[config.mk]
export PLATFORM = sky130hd
export DESIGN_NAME = qhce_cell
export DESIGN_NICKNAME = d
export VERILOG_FILES = /design/src/rtl/qhce_pkg.sv /design/src/rtl/qhce_cell.sv
export SDC_FILE = /design/constraint.sdc
export NUM_CORES = 2
export LEC_CHECK = 0
export BUFFER_PORTS_ARGS = -buffer_cell sky130_fd_sc_hd__buf_2
export CAP_MARGIN = 15
export CORE_ASPECT_RATIO = 1.75
export CORE_MARGIN = 3
export CORE_UTILIZATION = 45
export CTS_BUF_LIST = sky130_fd_sc_hd__clkbuf_8
export CTS_CLUSTER_SIZE = 24
export DETAILED_ROUTE_END_ITERATION = 7
export HOLD_SLACK_MARGIN = 0.06
export PLACE_DENSITY_LB_ADDON = 0.2
export SLEW_MARGIN = 40
export SYNTH_ARGS = -nofsm -noshare
export SYNTH_HDL_FRONTEND = slang
export SYNTH_SLANG_ARGS = --single-unit
[constraint.sdc]
create_clock -name i_clk -period 24.4 [get_ports i_clk]
set_clock_uncertainty 0.15 [all_clocks]
set_input_delay 2.44 -clock i_clk [delete_from_list [all_inputs] [get_ports i_clk]]
set_output_delay 2.44 -clock i_clk [all_outputs]
set_load 0.02 [all_outputs]
[src/rtl/qhce_pkg.sv]
package qhce_pkg;

    localparam int COORD_W  = 32;
    localparam int OUT_W    = 32;
    localparam int CFG_W    = 64;
    localparam int T_FRAC   = 16;
    localparam int T_W      = T_FRAC + 2;
    localparam int COEF_W   = 42;
    localparam int PROD_W   = COEF_W + T_W;
    localparam int NUM_REGS = 6;
    localparam int NUM_TERM = 6;
    localparam int NUM_COEF = 2 * NUM_TERM;
    localparam int IDX_W    = 3;
    localparam int BASIS_W  = 6;

    typedef logic signed [COEF_W-1:0] t_coef;

    typedef enum logic [IDX_W-1:0] {
        REG_START_POINT = 3'd0,
        REG_START_VEL   = 3'd1,
        REG_START_ACCEL = 3'd2,
        REG_END_POINT   = 3'd3,
        REG_END_VEL     = 3'd4,
        REG_END_ACCEL   = 3'd5
    } t_reg_idx;

    localparam logic [IDX_W-1:0] NUM_REGS_IDX = IDX_W'(NUM_REGS);

    // Operand order of the basis rows: P0, V0, A0, A1, V1, P1.
    localparam t_reg_idx REG_ORDER [NUM_TERM] = '{
        REG_START_POINT, REG_START_VEL, REG_START_ACCEL,
        REG_END_ACCEL, REG_END_VEL, REG_END_POINT
    };

    // Quintic Hermite basis times two. Columns run from t^5 down to t^0.
    localparam logic signed [BASIS_W-1:0] BASIS2 [NUM_TERM][NUM_TERM] = '{
        '{-6'sd12,  6'sd30, -6'sd20, 6'sd0, 6'sd0, 6'sd2},
        '{-6'sd6,   6'sd16, -6'sd12, 6'sd0, 6'sd2, 6'sd0},
        '{-6'sd1,   6'sd3,  -6'sd3,  6'sd1, 6'sd0, 6'sd0},
        '{ 6'sd1,  -6'sd2,   6'sd1,  6'sd0, 6'sd0, 6'sd0},
        '{-6'sd6,   6'sd14, -6'sd8,  6'sd0, 6'sd0, 6'sd0},
        '{ 6'sd12, -6'sd30,  6'sd20, 6'sd0, 6'sd0, 6'sd0}
    };

    localparam logic signed [T_W-1:0] T_ONE = T_W'(1) << T_FRAC;
    localparam logic signed [PROD_W-1:0] PROD_HALF = PROD_W'(1) << (T_FRAC - 1);

    typedef struct packed {
        logic                  valid;
        logic signed [T_W-1:0] t;
    } t_stage;

endpackage

[src/rtl/qhce_cell.sv]
module qhce_cell
    import qhce_pkg::*;
(
    input  logic   i_clk,
    input  logic   i_rst_n,
    input  t_stage i_stage,
    input  t_coef  i_acc_x,
    input  t_coef  i_acc_y,
    input  t_coef  i_coef_x,
    input  t_coef  i_coef_y,
    output t_stage o_stage,
    output t_coef  o_acc_x,
    output t_coef  o_acc_y
);

    t_stage r_stage;
    t_coef  r_acc_x;
    t_coef  r_acc_y;
    t_coef  n_acc_x;
    t_coef  n_acc_y;

    function automatic t_coef horner_step(t_coef acc, logic signed [T_W-1:0] t,
                                          t_coef coef);
        logic signed [PROD_W-1:0] prod;
        logic signed [PROD_W-1:0] shifted;
        t_coef                    rounded;
        prod    = PROD_W'(acc) * PROD_W'(t);
        shifted = (prod + PROD_HALF) >>> T_FRAC;
        rounded = shifted[COEF_W-1:0];
        return rounded + coef;
    endfunction

    always_comb begin
        n_acc_x = horner_step(i_acc_x, i_stage.t, i_coef_x);
        n_acc_y = horner_step(i_acc_y, i_stage.t, i_coef_y);
    end

    always_ff @(posedge i_clk) begin
        if (!i_rst_n) begin
            r_stage.valid <= 1'b0;
        end else begin
            r_stage.valid <= i_stage.valid;
        end
        r_stage.t <= i_stage.t;
        r_acc_x   <= n_acc_x;
        r_acc_y   <= n_acc_y;
    end

    assign o_stage = r_stage;
    assign o_acc_x = r_acc_x;
    assign o_acc_y = r_acc_y;

endmodule

==> metrics.txt <==
run status finished, final reports clean; Iter 0 DRT Violations 1745; most instantiated flip-flop cell in the synthesis netlist sky130_fd_sc_hd__dfxtp_1; Final Setup Violations 0; setup repair after global routing missed its margin no; filler-free cell count of the finished design 7749; number of buffers created by CTS 9; vias in the first global route 46.7k; clock transition at the register clock pins on the worst setup and hold paths after CTS 130 ps; number of fillers in the final layout 11.7k; worst slew margin relative to its limit 41.5%; most prevalent standard cell on the critical path sky130_fd_sc_hd__fa_1; H-tree levels 3; First-pass DRT Iterations 5; Avg Cell Area, Syn 8.81 µm²; Gates resized, CTS repair 0; total of warnings raised by yosys 0; Initial Utilization 45.3%; final number of max-transition violations 0; mean number of vias per cell 5.27; number of antenna violations at the first check in global routing 26; Total Negative Setup Slacks 0 ps; largest net degree at the start of global routing 63; proportion of synthesized chip area in sequential cells 3.80%; crit path capture type flop; data required time at the worst endpoint 24730 ps; number of standard-cell rows in the floorplan 168; horizontal extent of the die 269 µm; share of the synthesized area in the top cell type 51.6%; Die Area 0.125 mm²; wire length of the first global-routing pass 253 mm; detailed-route wire length per cell 20.4 µm; residual DRC count 0; total half-perimeter wirelength after legalization and detailed placement 125 mm; total vias in the final route 40.8k; All-Layer GR Usage 26.5%; postcts setup bufs 0; maximum clock path buffer count 2; post-synthesis net count 8105; cell type with the largest total area after synthesis sky130_fd_sc_hd__fa_1; clock root buffer sky130_fd_sc_hd__clkbuf_8; Post-Syn Instances 6166; IO Port Bufs 291; core footprint 0.120 mm²; relative area change from synthesis to final layout 5.15%; total instance count after detailed placement 7720; Post-synth top cells sky130_fd_sc_hd__inv_1 (1553), sky130_fd_sc_hd__fa_1 (1400), sky130_fd_sc_hd__nand2_1 (1061); sequential standard cell area 0.00206 mm²; Die Ht 466 µm; CTS sink cnt 103; Hold-fix buffers, CTS 0; clock tree from TritonCTS yes; highest achievable clock rate 78.6 MHz; main area contributors after synthesis sky130_fd_sc_hd__fa_1 (52%), sky130_fd_sc_hd__inv_1 (11%), sky130_fd_sc_hd__ha_1 (8.1%); crit share post-route 52.1%; post-route ant nets 0; Distinct cells, synth 63; class of the most critical setup path primary input to flop; I/O pin total 292; startpoint class of the critical path primary input; layout cell share with drive strength beyond 1 5.93%; Slowest-stage cell, CP sky130_fd_sc_hd__buf_4; data arrival time of the worst path 13050 ps; number of nets at the end of the flow 8141; Crit Path Max Fanout 62; Min Clock Period, post-route 12720 ps; Post-Route WL 158 mm; Min-Delay Path Class primary input to flop; fraction of registers with async set or reset after synthesis 0%; number of enable-type register cells in the synthesized netlist 0; Max Cap Viol 0; Syn Std Cell Area 0.0543 mm²; combined area of the multi-input logic cells 0.0453 mm²; Final Hold Vio Count 0; flops & latches, synth 103; most repeated cell in the gate-level netlist after synthesis sky130_fd_sc_hd__inv_1; measured slew at the worst slew-check pin 877 ps; Crit path largest cell delay 750 ps; GP Congestion 0.924; aggregate global routing overflow 0
cell type report:
| cell class | count | share of cell area, % |
|---|---|---|
| diodes | 12 | 0.0526 |
| clock buffers | 9 | 0.217 |
| clock inverters | 7 | 0.171 |
| inverters | 1554 | 10.2 |
| multi-input cells | 4202 | 79.3 |
| flip-flops and latches | 103 | 3.61 |
| well taps | 1530 | 3.35 |
| repair buffers | 332 | 3.12 |
placed cells by master, fill, tap and decap left out, types with 4 or more instances in the layout:
cell type and instances:
sky130_fd_sc_hd__inv_1 1553, sky130_fd_sc_hd__fa_1 1400, sky130_fd_sc_hd__nand2_1 1061, sky130_fd_sc_hd__and2_1 431, sky130_fd_sc_hd__ha_1 350, sky130_fd_sc_hd__buf_2 291
sky130_fd_sc_hd__nor2_1 143, sky130_fd_sc_hd__a21oi_1 133, sky130_fd_sc_hd__xnor2_1 130, sky130_fd_sc_hd__dfxtp_1 103, sky130_fd_sc_hd__a21o_1 95, sky130_fd_sc_hd__o21ai_0 70
sky130_fd_sc_hd__nand2b_1 54, sky130_fd_sc_hd__xor2_1 54, sky130_fd_sc_hd__buf_4 40, sky130_fd_sc_hd__nand3_1 33, sky130_fd_sc_hd__nor2b_1 31, sky130_fd_sc_hd__nand4_1 27
sky130_fd_sc_hd__o21bai_1 22, sky130_fd_sc_hd__o21a_1 21, sky130_fd_sc_hd__nor3_1 19, sky130_fd_sc_hd__and3_1 16, sky130_fd_sc_hd__a31oi_1 15, sky130_fd_sc_hd__a211oi_1 13
sky130_fd_sc_hd__diode_2 12, sky130_fd_sc_hd__clkbuf_8 9, sky130_fd_sc_hd__o211ai_1 6, sky130_fd_sc_hd__and4_1 6, sky130_fd_sc_hd__a31o_2 5, sky130_fd_sc_hd__o31ai_1 4
sky130_fd_sc_hd__a21boi_0 4, sky130_fd_sc_hd__a221oi_1 4, sky130_fd_sc_hd__o2111ai_1 4
path summary, 6_finish.rpt:
kind,startpoint,cells past startpoint,endpoint,slack [ps]
setup / recovery,i_stage[3],35,o_acc_x[38],11680
hold / removal,i_stage[18],2,o_stage[18],1940
flip-flops by register name, summed over array words and instances, names as in the netlist:
register  count
o_acc_x      42
o_stage      19
o_acc_y      42
cell families (layout without fill, tap and decap cells):
kind of cell	after synthesis	after routing	share of synthesized area (%)
flops	103	103	3.80
compound gates	434	434	5.22
fa+ha+maj	1750	1750	59.7
xor+xnor	184	184	2.97
simple gates	1834	1834	15.5
buf+inv	1861	1902	12.9
other cells	0	12	0
critical path: cells and delay by family:
family	cells	cell delay [ps]
AND/OR/NAND/NOR	4	760
buffers and inverters	5	1350
adder cells (fa/ha/maj)	8	3700
AO/OA/AOI/OAI	16	4460
XOR/XNOR	2	270
metal layers:
layer  wire length [µm]  vias to the layer above  GRT usage [%]
met3               8300                      468           3.88
li1                   -                    17832              -
met2              85500                     1286           49.7
met4               9330                       28           14.2
met1              54400                    21196           28.4
met5                184                        -              0
per-stage QoR:
stage          hold WS (ps)  setup WS, ps  instance area (µm²)  util (%)
3_5_place_dp           2500         11000                56800      47.4
2_1_floorplan          2320         13440                54300         -
6_report               1940         11680                57100      47.7
4_1_cts                1870         11590                57100      47.6
5_1_grt                1920         11160                57100      47.7
3_3_place_gp           2500         10690                56800      47.4
Power is left out: the tool's default activity adds up to more than one toggle a clock period on the data nets, which glitch-free logic cannot reach.
